--- config.mk ---
export PLATFORM = sky130hd
export DESIGN_NAME = tun_sqrt_cell
export DESIGN_NICKNAME = d
export VERILOG_FILES = /design/src/rtl/core/tun_pkg.sv /design/src/rtl/core/tun_sqrt_cell.sv
export SDC_FILE = /design/constraint.sdc
export NUM_CORES = 1
export LEC_CHECK = 0
export ABC_AREA = 1
export BUFFER_PORTS_ARGS = -buffer_cell sky130_fd_sc_hd__buf_4
export CAP_MARGIN = 40
export CORE_MARGIN = 2
export CORE_UTILIZATION = 50
export DETAILED_ROUTE_END_ITERATION = 6
export PLACE_DENSITY = 0.83
export REMOVE_ABC_BUFFERS = 1
export SLEW_MARGIN = 20
export SYNTH_ARGS = -nofsm -noshare
export SYNTH_HDL_FRONTEND = slang
export SYNTH_SLANG_ARGS = --single-unit
--- constraint.sdc ---
create_clock -name clk -period 2.27 [get_ports clk]
set_input_delay 0.1135 -clock clk [delete_from_list [all_inputs] [get_ports clk]]
set_output_delay 0.1135 -clock clk [all_outputs]
set_load 0.1 [all_outputs]
--- src/rtl/core/tun_pkg.sv ---
// tun_pkg: shared constants and types for the triangle unit normal block.
// No dependencies; compiled first.
package tun_pkg;

  // Default field widths
  localparam int COORD_BITS_DEF = 16;
  localparam int OUT_BITS_DEF   = 16;

  // Configuration register
  localparam int          CFG_BITS       = 32;
  localparam logic [31:0] MIN_NORM_RESET = 32'd1;

  // Flags that ride along the divider cells
  typedef struct packed {
    logic       degen;
    logic [2:0] neg;
  } tun_flags_t;

endpackage

--- src/rtl/core/tun_sqrt_cell.sv ---
// tun_sqrt_cell: one root bit of the integer square root, two radicand bits per cell.
// Depends on tun_pkg.
module tun_sqrt_cell #(
  parameter int RAD_BITS  = 4 * (tun_pkg::COORD_BITS_DEF + 1),
  parameter int ROOT_BITS = 2 * (tun_pkg::COORD_BITS_DEF + 1),
  parameter int SIDE_BITS = 8
) (
  input  logic                 clk,
  input  logic                 rst,
  input  logic                 en,
  input  logic                 in_valid,
  input  logic [RAD_BITS-1:0]  in_rad,
  input  logic [ROOT_BITS+1:0] in_rem,
  input  logic [ROOT_BITS-1:0] in_root,
  input  logic [SIDE_BITS-1:0] in_side,
  output logic                 out_valid,
  output logic [RAD_BITS-1:0]  out_rad,
  output logic [ROOT_BITS+1:0] out_rem,
  output logic [ROOT_BITS-1:0] out_root,
  output logic [SIDE_BITS-1:0] out_side
);
  import tun_pkg::*;

  logic [ROOT_BITS+1:0] rem_sh;
  logic [ROOT_BITS+1:0] trial;
  logic                 ge;

  // Trial subtraction
  assign rem_sh = {in_rem[ROOT_BITS-1:0], in_rad[RAD_BITS-1:RAD_BITS-2]};
  assign trial  = {in_root, 2'b01};
  assign ge     = (rem_sh >= trial);

  always_ff @(posedge clk) begin
    if (rst) begin
      out_valid <= 1'b0;
    end else if (en) begin
      out_valid <= in_valid;
    end
  end

  always_ff @(posedge clk) begin
    if (en) begin
      out_rad  <= {in_rad[RAD_BITS-3:0], 2'b00};
      out_rem  <= ge ? (rem_sh - trial) : rem_sh;
      out_root <= {in_root[ROOT_BITS-2:0], ge};
      out_side <= in_side;
    end
  end

endmodule

# Word level (Yosys, flattened, before mapping)
# Cells that the tools add are included.
[totals]
inputBits = 150
reg_bits = 145
output_inout_bits = 147
[op_classes]
mux = 1
n_lt_le_gt_ge = 1
addsub = 1
[op_table]
columns = ["operator", "n"]
rows = [
  ["$ge A36 B36 Y1", 1],
  ["$mux W36", 1],
  ["$sub A36 B36 Y36", 1],
]

# Longest topological paths before layout
# Gate-level depths: netlist of run 1.
[logic_depth]
depth_word = 2
mapped_depth = 16
mapped_depth_nobuf = 15

# Worst setup path before layout of run 1
# No wires, ideal clock.
[synth_path]
kind = "in2reg"
from = "in in_root[17]"
to = "reg out_rem[17] (data pin)"
stages = 16
path_slack_ns = 0.487
arrival_ns = 1.531
n_path_buf = 2
setup_ns = 0.252
required_ns = 2.018
path_cell_list = "inv_1 > ha_1 > nand2_1 > inv_1 > nand2_1 > nand2_1 > inv_1 > nand2_1 > a21oi_2 > nand2_2 > nand2_2 > nand2_4 > buf_12 > buf_12 > nand2_1 > nand2_1"
[synth_between]
elab_chain_cells = 2
[synth_lines]
columns = ["element", "line_no", "source"]
rows = [
  ["start: declaration", "tun_sqrt_cell.sv:14", "input logic [ROOT_BITS-1:0] in_root,"],
  ["$ge A36 B36 Y1", "tun_sqrt_cell.sv:31", "assign ge = (rem_sh >= trial);"],
  ["$mux W36", "tun_sqrt_cell.sv:44", "out_rem <= ge ? (rem_sh - trial) : rem_sh;"],
  ["end signal: assignment", "tun_sqrt_cell.sv:44", ""],
  ["end: declaration", "tun_sqrt_cell.sv:18", "output logic [ROOT_BITS+1:0] out_rem,"],
]
# Every way passes these cells.
# A chain may end at the register's enable or synchronous reset.

# Worst setup path in the final report of run 1
[layout_path]
from = "in in_rad[66]"
to = "reg out_rem[22] (data pin)"
[layout_between]
elab_chain_cells = 2
[layout_lines]
columns = ["element", "line_no", "source"]
rows = [
  ["start: declaration", "tun_sqrt_cell.sv:12", "input logic [RAD_BITS-1:0] in_rad,"],
  ["$sub A36 B36 Y36 or $ge A36 B36 Y1 (tied branches)", "tun_sqrt_cell.sv:44, tun_sqrt_cell.sv:31", ""],
  ["$mux W36 (*)", "tun_sqrt_cell.sv:44", ""],
]
# Mark *: on every way between the ends. The rest lies on a longest branch, timed or not.

==> flow_summary.yaml, run 1 <==
power_and_ir_drop:
  total_power_mw: 10.0
  leakage_nw: 6.05
  powerDensity_nw_per_um2: 818
  peakVddDrop_mv: 0.550
floorplanning:
  die_x_um: 128
  fp.coreArea_um2: 15100
  start_util_pct: 51.0
  dieHeight_um: 128
  die_area_um2: 16400
  rows: 45
  ioPinCount: 297
sta:
  max-slew-margin-rel_pct: 63.8
  hold_slack_ns: 0.0974
  fmax_mhz: 459
  skew_ns: 0
  post-route-min-period_ns: 2.18
  report.final.slew_viol_count: 0
  fin_crit_sh_pct: 95.9
  rsz0062_at_grt: "no"
  final-hold-violation-count: 0
  finalSetupViolations: 0
  tightest_slew_ns: 0.543
yosys:
  syn_area_per_cell_um2: 9.15
  netlist_area_um2: 7690
  synthCells: 840
  yosys_warnings: 0
  ys_types: 31
  ys_ff_latch: 145
  ys_seq_area_share_pct: 56.5
critical_path:
  crit_arrival_ns: 2.36
  cp_common_cell: "nand2_1"
  crit_path_start_kind: "input port"
  r2r_slack_ns: 1.01
  path_cells: "dlygate4sd3_1 -> buf_4 -> inv_1 -> ha_1 -> o21ai_2 -> nand2_1 -> nand2_1 -> nand2_1 -> nand2_2 -> nand2_1 -> nand2_1 -> nand2_1 -> nand3_1 -> nand2_1"
  path_max_fanout: 5
  cp_data_required_time_ns: 2.46
  worstSetupEndpointType: "register"
  reg2reg_to: "out_valid"
  reg2reg_depth: 3
  critical_path_class: "in -> reg"
  cpMaxStageDelayCell: "dlygate4sd3_1"
  worst_path_largest_cell_delay_ns: 0.53
  reg2reg_from: "out_valid"
global_route:
  grt_pass1_vias: 8139
  overflow: 0
  grt_usage_pct: 40.6
  grt_antenna_before_repair: 1
  grt_max_degree: 51
  grt_pass1_wl_mm: 48.8
clock_network:
  numClockSinks: 145
  cts_buffer_depth: 2
  path_clk_slew_ns: 0.07
  clock_latency_ns: 0.43
  postCtsSetupRepairBufs: 0
  cts_tree: "done"
  cts_buffers: 17
  htreeDepth: 4
  ctsRootBufferMaster: "clkbuf_16"
placement:
  place_inst: 1335
  gp_congestion: 0.920
  port_buffers: 292
  dp_hpwl_mm: 18.7
cells_and_area:
  final_nets: 1495
  final_common_cell: "nand2_1"
  layout-drive-gt1-share_pct: 28.6
  area_growth_pct: 59.3
  layout.cells.non_filler: 1512
  final_cell_mix: "312 x nand2_1, 311 x buf_4, 145 x inv_1"
job:
  maxCapViolCount: 0
hold_path:
  worstHoldStart: "in_rad[67]"
  min_to: "out_rem[1]"
  min_path_cells: 3
  hold_path_class: "in -> reg"
route:
  drtPass1Iterations: 6
  wire_per_inst_um: 22.0
  routed_wl_mm: 33.3
  routed_via_density: 5.54
  drt_iter0_markers: 885
  via_count: 8378
  drc_errors: 0
  ant_nets: 0
status:
  status: "finished clean"
## flip-flops by register name (all words and copies together), names as in the netlist
signal and count:
out_rad 66, out_rem 36, out_root 34, out_side 8, out_valid 1
## cell families (layout without fill, tap and decap cells)
| logic type | count (synthesis) | count (layout) | share of synthesized area [%] |
|---|---|---|---|
| compound gates | 47 | 47 | 3.29 |
| xor+xnor | 19 | 19 | 2.16 |
| fa+ha+maj | 36 | 36 | 5.86 |
| buf+inv | 159 | 640 | 8.45 |
| flops | 145 | 145 | 56.5 |
| mux | 1 | 1 | 0.130 |
| other cells | 1 | 4 | 0.0488 |
| simple gates | 432 | 432 | 23.6 |
## through the flow
step / util, % / instance area [µm²] / setup slack, ns / TNS, ns
after floorplan: - / 7610 / 0.215 / 0
after global placement: 67.8 / 10200 / 0.0135 / 0
after detailed placement: 67.8 / 10200 / -0.0157 / -0.0278
after CTS: 81.1 / 12200 / 0.123 / 0
after global routing: 81.2 / 12200 / 0.00485 / 0
final: 81.2 / 12300 / 0.0931 / 0
## cell type report
type                    instances  area, µm²
inverters                     150        566
clock inverters                15        146
diodes                          2       5.00
flip-flops and latches        145       4340
clock buffers                  17        425
repair buffers                458       3830
well taps                     188        235
multi-input cells             537       2700
fillers                       850       2840
## synthesized netlist by cell type (all sizes together)
cell | count | share of area (%)
nand3b | 7 | 0.68
clkinv | 1 | 0.049
nand2 | 322 | 16
ha | 36 | 5.9
nor4 | 1 | 0.081
conb | 1 | 0.049
o21bai | 4 | 0.39
nand4 | 3 | 0.24
xor2 | 18 | 2.1
dfxtp | 1 | 0.26
inv | 149 | 7.3
edfxtp | 144 | 56
a21oi | 28 | 1.9
o21ai | 15 | 1.0
nor2 | 56 | 3.0
mux2i | 1 | 0.13
buf | 9 | 1.1
xnor2 | 1 | 0.11
nor3 | 8 | 0.52
nand3 | 35 | 2.9
## repair_timing
item                                   CTS  global route
hold buffers                           143             0
setup endpoints to repair                0            35
endpoints found under the hold margin  142             0
gates resized for setup                  0             4
## worst max path at each step
stage                     start           to  slack (ns)
floorplan            in_root[5]  out_rem[33]        0.22
global placement     in_rem[21]  out_rem[30]        0.01
detailed placement   in_rem[17]  out_rem[31]       -0.02
CTS                  in_rem[30]  out_rem[26]        0.12
global route        in_root[30]   out_rem[9]       0.005
finish               in_rad[66]  out_rem[22]        0.09
## worst max-delay path: cells and delay by family
family,cells,cell delay [ns]
AOI/OAI and AO/OA,1,0.28
adders and majority gates,1,0.25
buffers and inverters,3,0.71
and+or+nand+nor,9,1.00
## power breakdown
| part | internal (mW) | total [mW] | switching [mW] |
|---|---|---|---|
| Sequential | 3.25 | 3.36 | 0.111 |
| Clock | 1.45 | 2.81 | 1.36 |
| Combinational | 0.967 | 3.85 | 2.88 |
## layer usage
metal	GRT usage [%]	wire length, µm	vias to the layer above
met1	47.7	11500	3766
met3	11.7	3920	218
met5	0	0	-
li1	-	-	3618
met2	66.0	15400	776
met4	25.0	2510	0
Power figures use the tool's default switching activity.
==> run 2: changes to the inputs <==
Settings changed: ABC_CLOCK_PERIOD_IN_PS set to 2270, RECOVER_POWER set to 25, SETUP_SLACK_MARGIN set to 0.15.
==> run 2 against run 1 <==
Against the previous run: cell count about the same; highest routed layer unchanged; critical path type unchanged; largest cell class unchanged; cell area shrank 0.41%; worst hold slack gained 0.0037 ns.
==> flow_summary.yaml, run 2 (same netlist as run 1, synthesis figures left out) <==
hold_path:
  hold_path_class: "in -> reg"
  min_to: "out_rem[0]"
  min_path_cells: 4
  worstHoldStart: "in_rad[66]"
cells_and_area:
  multiInputGateArea_um2: 2710
  final_cell_mix: "312 x nand2_1, 248 x buf_4, 145 x inv_1"
  final.fill_count: 877
  area_growth_pct: 58.7
  finish.utilization_pct: 80.9
  layout-drive-gt1-share_pct: 27.7
  fin_area_um2: 12200
  layout.cells.non_filler: 1511
  regArea_um2: 4340
  final_nets: 1495
  largest_register_ffs: 66
  reg_top3: "out_rad x66, out_rem x36, out_root x34"
  largest-register: "out_rad"
  final_common_cell: "nand2_1"
sta:
  max-slew-margin-rel_pct: 3.72
  setup_tns_ns: 0
  report.final.slew_viol_count: 0
  final-hold-violation-count: 0
  finalSetupViolations: 0
  skew_ns: 0
  fmax_mhz: 477
  post-route-min-period_ns: 2.09
  tightest_slew_ns: 1.44
  rsz0062_at_grt: "yes"
  fin_crit_sh_pct: 92.3
critical_path:
  cpMaxStageDelayCell: "dlygate4sd3_1"
  critical_path_class: "in -> reg"
  r2r_slack_ns: 1.01
  crit_arrival_ns: 2.37
  path_depth: 11
  path_max_fanout: 25
  worstSetupEndpointType: "register"
  reg2reg_depth: 3
  path_cells: "dlygate4sd3_1 -> clkbuf_1 -> inv_1 -> ha_1 -> inv_1 -> nor4_2 -> nand2_2 -> nand2_4 -> buf_6 -> nand2_1 -> nand2_1"
  reg2reg_to: "out_valid"
  cp_top_family: "buffers and inverters"
  reg2reg_from: "out_valid"
  worst_path_largest_cell_delay_ns: 0.52
  crit_path_start_kind: "input port"
  crit_buf_inv: 5
  cp_data_required_time_ns: 2.54
global_route:
  overflow: 0
  grt_pass1_vias: 8149
  grt_pass1_wl_mm: 48.7
  grt_max_degree: 51
  grt_usage_pct: 40.5
  grt_antenna_before_repair: 1
route:
  drt_iter0_markers: 894
  wire_per_inst_um: 22.0
  ant_nets: 0
  drc_errors: 0
  routed_via_density: 5.54
  drtPass1Iterations: 7
  routed_wl_mm: 33.3
  via_count: 8364
floorplanning:
  ioPinCount: 297
  die_area_um2: 16400
  start_util_pct: 51.0
  dieHeight_um: 128
  rows: 45
  die_x_um: 128
  fp.coreArea_um2: 15100
placement:
  postPlaceCellArea_um2: 10200
  place_inst: 1335
  port_buffers: 292
  dp_hpwl_mm: 18.7
  gp_congestion: 0.920
clock_network:
  htreeDepth: 4
  path_clk_slew_ns: 0.07
  cts_tree: "done"
  postCtsSetupRepairBufs: 0
  cts_buffer_depth: 2
  numClockSinks: 145
  cts_buffers: 17
  clock_latency_ns: 0.43
  ctsRootBufferMaster: "clkbuf_16"
job:
  maxCapViolCount: 0
power_and_ir_drop:
  leakage_nw: 5.98
  powerDensity_nw_per_um2: 820
  peakVddDrop_mv: 0.546
status:
  status: "finished clean"
run 2: per-layer routing:
layer,track usage [%],up-vias,wire length [µm]
met3,11.5,220,3810
met5,0,-,0
met4,26.2,0,2670
met1,47.5,3760,11600
li1,-,3624,-
met2,65.3,760,15200
run 2: cell type report:
class	instances	share of cell area (%)
diodes	1	0.0205
clock buffers	17	3.49
clock inverters	15	1.20
inverters	150	4.66
multi-input cells	537	22.2
flip-flops and latches	145	35.6
well taps	188	1.93
repair buffers	458	30.9
run 2: stage by stage:
stage | hold slack [ns] | setup WS [ns] | power, mW
after floorplan | 0.186 | 0.215 | 5.89
after global placement | 0.272 | 0.0135 | 6.81
after detailed placement | 0.273 | -0.0157 | 6.85
after CTS | 0.0118 | 0.170 | 9.73
after global routing | 0.0894 | 0.0463 | 10.2
final | 0.101 | 0.175 | 10.0
run 2: timing repair:
| action | CTS | global route |
|---|---|---|
| hold buffers | 143 | 0 |
| gates resized for setup | 0 | 7 |
| endpoints found under the setup margin | 0 | 36 |
| hold endpoints to repair | 142 | 0 |
run 2: report_power, final:
part	switching, mW	internal [mW]	total (mW)
Sequential	0.110	3.25	3.36
Combinational	2.89	0.953	3.84
Clock	1.35	1.45	2.81
Total	4.35	5.66	10.0
run 2: how the worst max path moves through the flow:
stage / start / end
detailed placement: in_rem[17] / out_rem[31]
global placement: in_rem[21] / out_rem[30]
floorplan: in_root[5] / out_rem[33]
CTS: in_root[32] / out_rem[26]
global route: in_root[32] / out_rem[9]
finish: in_root[32] / out_rem[9]
run 2: tightest hold or removal path: stages:
cell	delay (ns)
buf_4	0.13
inv_1	0.07
nand2_1	0.05
nand2_1	0.06
