## src/rtl/core/tun_pkg.sv

```systemverilog
// tun_pkg: shared constants and types for the triangle unit normal block.
// No dependencies; compiled first.
package tun_pkg;

  // Default field widths
  localparam int COORD_BITS_DEF = 16;
  localparam int OUT_BITS_DEF   = 16;

  // Configuration register
  localparam int          CFG_BITS       = 32;
  localparam logic [31:0] MIN_NORM_RESET = 32'd1;

  // Flags that ride along the divider cells
  typedef struct packed {
    logic       degen;
    logic [2:0] neg;
  } tun_flags_t;

endpackage

```

## src/rtl/core/tun_div_cell.sv

```systemverilog
// tun_div_cell: one quotient bit of the three scaled component divisions.
// Depends on tun_pkg (tun_flags_t).
module tun_div_cell #(
  parameter int NORM_BITS = 2 * (tun_pkg::COORD_BITS_DEF + 1),
  parameter int QUOT_BITS = tun_pkg::OUT_BITS_DEF - 1
) (
  input  logic                          clk,
  input  logic                          rst,
  input  logic                          en,
  input  logic                          in_valid,
  input  logic [2:0][NORM_BITS:0]       in_rem,
  input  logic [2:0][QUOT_BITS-1:0]     in_low,
  input  logic [2:0][QUOT_BITS-1:0]     in_quot,
  input  logic [NORM_BITS-1:0]          in_norm,
  input  tun_pkg::tun_flags_t           in_flags,
  output logic                          out_valid,
  output logic [2:0][NORM_BITS:0]       out_rem,
  output logic [2:0][QUOT_BITS-1:0]     out_low,
  output logic [2:0][QUOT_BITS-1:0]     out_quot,
  output logic [NORM_BITS-1:0]          out_norm,
  output tun_pkg::tun_flags_t           out_flags
);
  import tun_pkg::*;

  logic [2:0][NORM_BITS:0] rem_sh;
  logic [2:0]              ge;

  // Shift in next numerator bit and compare with norm, per lane
  always_comb begin
    for (int k = 0; k < 3; k++) begin
      rem_sh[k] = {in_rem[k][NORM_BITS-1:0], in_low[k][QUOT_BITS-1]};
      ge[k]     = (rem_sh[k] >= {1'b0, in_norm});
    end
  end

  always_ff @(posedge clk) begin
    if (rst) begin
      out_valid <= 1'b0;
    end else if (en) begin
      out_valid <= in_valid;
    end
  end

  always_ff @(posedge clk) begin
    if (en) begin
      for (int k = 0; k < 3; k++) begin
        out_rem[k]  <= ge[k] ? (rem_sh[k] - {1'b0, in_norm}) : rem_sh[k];
        out_low[k]  <= {in_low[k][QUOT_BITS-2:0], 1'b0};
        out_quot[k] <= {in_quot[k][QUOT_BITS-2:0], ge[k]};
      end
      out_norm  <= in_norm;
      out_flags <= in_flags;
    end
  end

endmodule

```

## config.mk

```make
export PLATFORM = sky130hd
export DESIGN_NAME = tun_div_cell
export DESIGN_NICKNAME = d
export VERILOG_FILES = /design/src/rtl/core/tun_pkg.sv /design/src/rtl/core/tun_div_cell.sv
export SDC_FILE = /design/constraint.sdc
export NUM_CORES = 1
export LEC_CHECK = 0
export BUFFER_PORTS_ARGS = -buffer_cell sky130_fd_sc_hd__buf_2
export CORE_MARGIN = 8
export CORE_UTILIZATION = 35
export CTS_CLUSTER_SIZE = 25
export DETAILED_ROUTE_END_ITERATION = 10
export PLACE_DENSITY = 0.65
export SYNTH_ARGS = -nofsm -noshare
export SYNTH_HDL_FRONTEND = slang
export SYNTH_SLANG_ARGS = --single-unit
```

## constraint.sdc

```tcl
create_clock -name clk -period 5.21 [get_ports clk]
set_input_delay 0.521 -clock clk [delete_from_list [all_inputs] [get_ports clk]]
set_output_delay 0.521 -clock clk [all_outputs]
set_load 0.005 [all_outputs]
```

## After elaboration in Yosys (flattened, before gate mapping)

Cells that the tools add are included.

| word-level totals | value |
|---|---|
| register bits | 231 |
| bits in writable memories | 0 |
| memories | 0 |
| word-level logic and storage cells | 22 |
| output and inout port bits | 234 |
| bits in read-only memories | 0 |
| latch bits | 0 |

| cells by class | value |
|---|---|
| add/sub/neg operators | 3 |
| div/mod/pow operators | 0 |
| bitwise operators | 0 |
| reduce and logical (&&, ||, !) cells | 0 |
| eq/ne operators | 0 |
| shift-type cells | 0 |
| multiplexer cells | 3 |
| magnitude comparators | 3 |
| $mul | 0 |

Operator list:

| operator | number |
|---|---|
| 35-bit by 34-bit greater-or-equal comparator with 1-bit output | 3 |
| 35-bit two-way mux | 3 |
| 35-bit by 34-bit subtractor with 35-bit output | 3 |

## Longest topological paths before layout

Gate-level depths: netlist (run 1).

| logic depth | value |
|---|---|
| depth in word-level cells | 2 |
| gate-level depth with buffers | 15 |
| mapped depth without buffers | 14 |

## Worst setup path before layout (run 1)

No wires, ideal clock.

| timing path | value |
|---|---|
| kind | input port to flip-flop |
| start point | in in_low[29] in the netlist's numbering |
| end point | reg out_rem[69] in the netlist's numbering, data pin |
| arrival time | 3.235 ns |
| buffers on the path | 0 |
| cell stages on the path | 13 |
| required time | 4.941 ns |
| library setup time | 0.269 ns |
| slack | 1.706 ns |
| cell sequence | inv_1 ha_1 inv_1 fa_1 a211oi_2 o21ai_1 a211oi_1 a211oi_1 a31o_1 a221o_1 a221o_1 a2111oi_4 xor2_1 |

| on the way | value |
|---|---|
| longest elaborated chain between the ends | 2 |
| elaborated cells between the ends (all ways) | 3 |
| classes of those cells | add/sub (1); order compare (1); mux (1) |

RTL lines:

| element | line | source |
|---|---|---|
| start, declared | tun_div_cell.sv:12 | `input logic [2:0][QUOT_BITS-1:0] in_low,` |
| 35-bit by 34-bit subtractor with 35-bit output / 35-bit by 34-bit greater-or-equal comparator with 1-bit output (equally long branches) | tun_div_cell.sv:47, tun_div_cell.sv:32 |  |
| 35-bit two-way mux (*) | tun_div_cell.sv:47 | `out_rem[k] <= ge[k] ? (rem_sh[k] - {1'b0, in_norm}) : rem_sh[k];` |
| end signal, assigned by index | tun_div_cell.sv:47 |  |
| end, declared | tun_div_cell.sv:17 | `output logic [2:0][NORM_BITS:0] out_rem,` |

Every way passes the cells marked *; elsewhere a longest branch is shown, timed or not.
A chain may end at the register's enable or synchronous reset.

## Worst setup path after layout (run 1)

| timing path | value |
|---|---|
| start point | in in_norm[0] |
| end point | reg out_rem[67] in the netlist's numbering, data pin |

| on the way | value |
|---|---|
| longest elaborated chain between the ends | 2 |
| elaborated cells between the ends (all ways) | 3 |
| classes of those cells | add/sub (1); order compare (1); mux (1) |

RTL lines:

| element | line | source |
|---|---|---|
| start, declared | tun_div_cell.sv:14 | `input logic [NORM_BITS-1:0] in_norm,` |
| 35-bit by 34-bit subtractor with 35-bit output / 35-bit by 34-bit greater-or-equal comparator with 1-bit output (equally long branches) | tun_div_cell.sv:47, tun_div_cell.sv:32 |  |
| 35-bit two-way mux (*) | tun_div_cell.sv:47 |  |

Marks and branches as above.

==> flow_metrics.py, run 1 <==
metrics = {
    "sta": {
        "max_freq_ghz": 0.2654,
        "skew_ps": 0,
        "rsz0062_at_grt": "false",
        "setup_violations": 0,
        "setup_ws_ps": 1443,
        "slew_headroom_pct": 42.88,
        "fin_crit_ps": 3767,
        "fin_setup_tns_ps": 0,
        "tightest_slew_ps": 845.8,
        "drv_slew": 0,
        "hold_ws_ps": 124.8,
        "hold_viol": 0,
        "finalCritPeriodShare_pct": 72.31,
    },
    "yosys": {
        "yosys.area.top_type": "edfxtp_1",
        "ys_seq_area_share_pct": 51.42,
        "syn_area_um2": 13470,
        "synthArstFlopShare_pct": 0,
        "postSynthAreaPerCell_um2": 11.03,
        "synthCells": 1221,
        "ys_ff_latch": 231,
        "ys_types": 79,
        "synth_edf_count": 230,
        "yosys_warnings": 0,
        "ys_top_cells_by_area": "edfxtp_1 (51%), ha_1 (9.5%), a21oi_1 (4.3%), nand2_1 (3.2%), xnor2_1 (3.1%)",
        "netlist.area_leader.share_pct": 51.27,
        "ys.flop_type": "edfxtp_1",
    },
    "clocking": {
        "cts_buffers": 26,
        "clockRootBuffer": "clkbuf_16",
        "htree_levels": 1,
        "clk_latency_ps": 540,
        "clock-sinks": 231,
        "cts_tree": "yes",
        "cts_resized": 0,
        "cts_buffer_depth": 3,
        "ctsHoldBuffers": 0,
        "clk_pin_slew_worst_paths_ps": 60,
        "cts_setup_buffers": 0,
    },
    "global_routing": {
        "grt-ovfl-total": 0,
        "grt_pass1_wl_um": 68390,
        "grt_util_all_layers_pct": 19.68,
        "met3_usage_pct": 5.321,
        "grt-busiest-layer": "met2",
        "use_met1_pct": 23.53,
        "grt_pass1_vias": 11450,
        "antenna_found_initial": 9,
        "grt_max_degree": 133,
        "globalRouteMet2Util_pct": 34.82,
    },
    "pwr": {
        "powerDensity_nw_per_um2": 332.7,
        "seqPwrFrac_pct": 41.1,
        "combPwrFrac_pct": 23.6,
        "p_leak_nw": 7.577,
        "worst_ir_drop_vdd_v": 0.0002052,
        "total_power_mw": 5.778,
        "clock_power_share_pct": 35.3,
        "p_int_mw": 4.152,
        "switching_share_pct": 28.15,
        "switchingPower_mw": 1.627,
    },
    "placement": {
        "place_area_um2": 16410,
        "dpl.cell_count": 2178,
        "io_buffers": 461,
        "hpwl_um": 37770,
        "place_ws_ps": 831.8,
        "place_congestion": 0.9107,
    },
    "die": {
        "io_pins": 471,
        "core_area_um2": 38290,
        "fp.dieH_um": 212.2,
        "fp.dieArea_um2": 45020,
        "rows": 72,
        "start_util_pct": 35.18,
        "die_w_um": 212.2,
    },
    "worst_setup_path": {
        "crit_path_max_incr_delay_ps": 430,
        "critPathSlowestCell": "fa_1",
        "path_cells": "buf_2 -> ha_1 -> inv_1 -> fa_1 -> a211oi_2 -> o21ai_1 -> a211oi_1 -> a211oi_1 -> a31o_1 -> a221o_1 -> a221o_1 -> a31oi_1 -> xor2_1 -> o21ai_0",
        "crit_family": "compound AO/OA/AOI/OAI gates",
        "required_ps": 5500,
        "crit_type": "in -> reg",
        "crit_fanout": 4,
        "cp-end-kind": "flip-flop",
        "startpoint_type": "input port",
        "critPathBufInv": 2,
        "crit_arrival_ps": 4060,
    },
    "final_layout": {
        "drive_above_1_share_pct": 32.61,
        "fin_cells": 2231,
        "stdcell_area_um2": 17370,
        "nets": 2030,
        "final_util_pct": 45.36,
        "final_cell_mix": "buf_2 (460), edfxtp_1 (230), a21oi_1 (117), nand2_1 (115), ha_1 (102)",
        "layout_commonest_cell": "buf_2",
        "area.growth.synth_to_final_pct": 28.93,
    },
    "route": {
        "postRouteWirelength_um": 46870,
        "drtIter0Drc": 817,
        "drc_errors": 0,
        "dr.pass1.iters": 5,
        "via_per_inst": 5.156,
        "vias": 11500,
        "postRouteAntennaNets": 0,
        "wl_per_cell_um": 21.01,
    },
    "run": {
        "maxCapViolCount": 0,
    },
    "hold_path": {
        "hp-class": "in -> reg",
    },
    "outcome": {
        "status": "finished clean",
    },
}
-- power groups by stage --
stage          Clock, mW  Combinational, mW  Sequential [mW]
2_1_floorplan          0              0.728             2.44
3_3_place_gp           0               1.35             2.41
3_5_place_dp           0               1.37             2.41
4_1_cts             2.10               1.38             2.38
5_1_grt             2.15               1.51             2.40
6_report            2.04               1.36             2.38
-- metal layers --
metal | up-vias | wire length, µm
li1 | 5523 | -
met1 | 5497 | 18590
met2 | 409 | 23060
met3 | 63 | 4200
met4 | 10 | 960
met5 | - | 58
-- registers in the layout, indices dropped and copies added (netlist names) --
| name | count |
|---|---|
| out_flags | 4 |
| out_low | 42 |
| out_norm | 34 |
| out_quot | 45 |
| out_rem | 105 |
| out_valid | 1 |
-- Yosys cell counts (all sizes together), types with 3 or more instances --
cell,number
a41oi,4
o21bai,14
nand4,11
nor2,66
a21boi,3
inv,67
o21a,4
nor3,13
a211oi,19
a211o,4
a221o,3
a21o,43
mux2i,3
a31oi,17
and2,4
clkbuf,20
o41ai,4
nand2,115
o21ai,109
a311oi,4
or2,6
xnor2,47
nand2b,16
buf,15
edfxtp,230
nor4,3
nand3,21
and3,13
fa,3
nor2b,9
mux2,18
or3,5
xor2,41
o311a,3
a21oi,119
o211ai,7
o22ai,4
a31o,4
ha,102
-- worst reg2reg max path: stages, from the launching register on --
cell and delay (ps):
dfxtp_1 310, mux2i_1 120, nor2_1 50
-- logic make-up (layout without fill, tap and decap cells) --
group | after synthesis | count (layout) | share of synthesized area (%)
compound gates | 384 | 384 | 18.01
simple gates | 289 | 289 | 9.948
flops | 231 | 231 | 51.42
fa+ha+maj | 105 | 105 | 9.920
buf+inv | 102 | 587 | 3.167
xor+xnor | 88 | 88 | 5.722
mux | 21 | 21 | 1.783
other cells | 1 | 8 | 0.02784
-- worst paths after layout --
| check | from | endpoint | slack, ps | depth (start not counted) |
|---|---|---|---|---|
| worst max-delay path | in_norm[0] | out_rem[67]$_DFFE_PP_ | 1440 | 14 |
| worst min-delay path | rst | out_valid$_SDFFE_PP0P_ | 120 | 2 |
| worst max register to register | out_valid$_SDFFE_PP0P_ | out_valid$_SDFFE_PP0P_ | 4630 | 2 |
| worst min register to register | out_valid$_SDFFE_PP0P_ | out_valid$_SDFFE_PP0P_ | 490 | 2 |
-- cell type report --
cell class / count / area [µm²]
fill: 3582 / 20920
sequential: 231 / 6927
multi-input combinational: 890 / 6148
timing repair buffer: 472 / 2437
clock buffer: 30 / 686.9
tap: 518 / 648.1
clock inverter: 18 / 256.5
inverter: 67 / 251.5
antenna: 5 / 12.51
No activity file was read; power rests on OpenSTA's default activity.
==> run 2, diff against run 1 <==
- clock period: 5.21 -> 3.77 ns (I/O delays scaled with it)
==> run 2 against run 1 <==
  * Utilization grew 3.9 points
  * Cell count is 7.7% higher
  * Via count up 6.1%
  * Critical endpoint is now out_rem[1]$_DFFE_PP_
  * Largest cell class unchanged
  * Largest power group unchanged
  * Highest routed layer unchanged
==> flow_metrics.py, run 2 (synthesis gave the netlist of run 1 again) <==
metrics = {
    "worst_setup_path": {
        "critPathSlowestCell": "dlygate4sd3_1",
        "rr_endpoint": "out_valid$_SDFFE_PP0P_",
        "crit_family": "buffers and inverters",
        "path_depth": 16,
        "path_cells": "dlygate4sd3_1 -> buf_2 -> inv_1 -> ha_1 -> nand4_1 -> a21oi_2 -> o211ai_1 -> nand2_1 -> a31oi_1 -> buf_4 -> o2111ai_1 -> a31oi_1 -> buf_4 -> nor2_4 -> buf_12 -> mux2_2",
        "crit_type": "in -> reg",
        "r2r_setup_slack_ps": 3180,
        "cp-endpoint": "out_rem[1]$_DFFE_PP_",
        "critical_path.reg2reg.startpoint": "out_valid$_SDFFE_PP0P_",
        "crit_fanout": 47,
        "critical_path.startpoint": "in_norm[5]",
        "crit_path_max_incr_delay_ps": 550,
        "required_ps": 4060,
        "crit_arrival_ps": 3950,
        "critPathBufInv": 6,
        "reg2reg_depth": 2,
        "cp-end-kind": "flip-flop",
        "startpoint_type": "input port",
    },
    "final_layout": {
        "final_cell_mix": "buf_2 (460), edfxtp_1 (230), a21oi_1 (116), nand2_1 (115), dlygate4sd3_1 (108)",
        "layout_commonest_cell": "buf_2",
        "largest_reg_flops": 105,
        "stdcell_area_um2": 18870,
        "drive_above_1_share_pct": 33.33,
        "reg_top3": "out_rem: 105 flops, out_quot: 45 flops, out_low: 42 flops",
        "top_register": "out_rem",
        "area.growth.synth_to_final_pct": 40.09,
        "nets": 2198,
    },
    "route": {
        "postRouteAntennaNets": 0,
        "drc_errors": 0,
        "vias": 12200,
        "postRouteWirelength_um": 50410,
        "wl_per_cell_um": 20.99,
        "drtIter0Drc": 762,
        "dr.pass1.iters": 5,
        "via_per_inst": 5.080,
    },
    "clocking": {
        "clockRootBuffer": "clkbuf_16",
        "cts_buffers": 27,
        "clk_latency_ps": 550,
        "clk_pin_slew_worst_paths_ps": 60,
        "clock-sinks": 231,
        "cts_tree": "yes",
        "htree_levels": 1,
        "cts_buffer_depth": 3,
    },
    "die": {
        "rows": 72,
        "fp.dieH_um": 212.2,
        "fp.dieArea_um2": 45020,
        "io_pins": 471,
        "die_w_um": 212.2,
        "core_area_um2": 38290,
        "start_util_pct": 35.18,
    },
    "global_routing": {
        "grt-ovfl-total": 0,
        "grt_pass1_wl_um": 73100,
        "antenna_found_initial": 13,
        "grt_util_all_layers_pct": 21.17,
        "grt_pass1_vias": 12400,
        "grt_max_degree": 99,
    },
    "sta": {
        "max_freq_ghz": 0.2733,
        "finalCritPeriodShare_pct": 97.05,
        "hold_viol": 0,
        "slew_headroom_pct": 44.60,
        "fin_crit_ps": 3659,
        "hold_ws_ps": 19.28,
        "drv_slew": 0,
        "tightest_slew_ps": 830.9,
        "setup_violations": 0,
        "skew_ps": 0,
    },
    "placement": {
        "place_area_um2": 16870,
        "io_buffers": 461,
        "place_congestion": 0.9169,
        "hpwl_um": 39200,
    },
    "pwr": {
        "worst_ir_drop_vdd_v": 0.0002969,
        "p_leak_nw": 8.253,
        "total_power_mw": 7.923,
        "powerDensity_nw_per_um2": 419.9,
    },
    "run": {
        "maxCapViolCount": 0,
    },
    "outcome": {
        "status": "finished clean",
    },
    "hold_path": {
        "hp-class": "in -> reg",
    },
}
[run 2: changes by cell type in the layout (fill, tap and decap cells not counted), moves of 4 or more]
cell,previous run,this run
buf_4,8,65
bufinv_16,6,2
clkinvlp_4,0,5
diode_2,5,9
dlygate4sd3_1,0,108
inv_1,66,62
[run 2: worst min path at each step]
stage / cells past startpoint / startpoint / slack [ps] / to
2_1_floorplan: 1 / rst / 450 / out_valid$_SDFFE_PP0P_
5_1_grt: 1 / in_norm[28] / 0.1 / out_norm[28]$_DFFE_PP_
4_1_cts: 1 / in_norm[1] / 0.4 / out_norm[1]$_DFFE_PP_
6_report: 1 / in_norm[28] / 20 / out_norm[28]$_DFFE_PP_
3_5_place_dp: 2 / out_valid$_SDFFE_PP0P_ / 490 / out_valid$_SDFFE_PP0P_
3_3_place_gp: 2 / out_valid$_SDFFE_PP0P_ / 470 / out_valid$_SDFFE_PP0P_
[run 2: per-layer routing]
layer  wire length (µm)  vias to the layer above  GRT usage, %  share of wire (%)
met5                 55                        -             0               0.11
met4               1624                        8         7.932                3.2
met3               4008                      106         4.805                8.0
met2              24770                      482         37.50                 49
met1              19950                     5738         24.73                 40
li1                   -                     5869             -                  -
[run 2: timing repair]
item,4_1_cts,5_1_grt
hold buffers,107,1
gates resized for setup,0,15
buffers inserted,0,1
setup endpoints to repair,0,67
hold endpoints to repair,107,1
[run 2: final cells by class]
cell class	instances	area, µm²
Antenna cell	9	22.52
Clock buffer	30	686.9
Clock inverter	18	158.9
Fill cell	3402	19420
Inverter	67	255.2
Multi-Input combinational cell	890	6186
Sequential cell	231	6927
Tap cell	518	648.1
Timing Repair Buffer	639	3986
[run 2: report_power, final]
part | internal (mW) | switching [mW]
Clock | 1.45 | 1.08
Combinational | 0.958 | 1.15
Sequential | 3.21 | 0.0823
[run 2: metrics by stage]
stage	utilization [%]	setup slack (ps)	setup TNS, ps	cells
2_1_floorplan	-	410.1	0	1223
3_3_place_gp	44.07	-125.1	-260.8	2236
3_5_place_dp	44.07	-158.2	-324.2	2236
4_1_cts	49.08	2.616	0	2391
5_1_grt	49.27	-29.29	-39.02	2400
6_report	49.29	111.4	0	2402
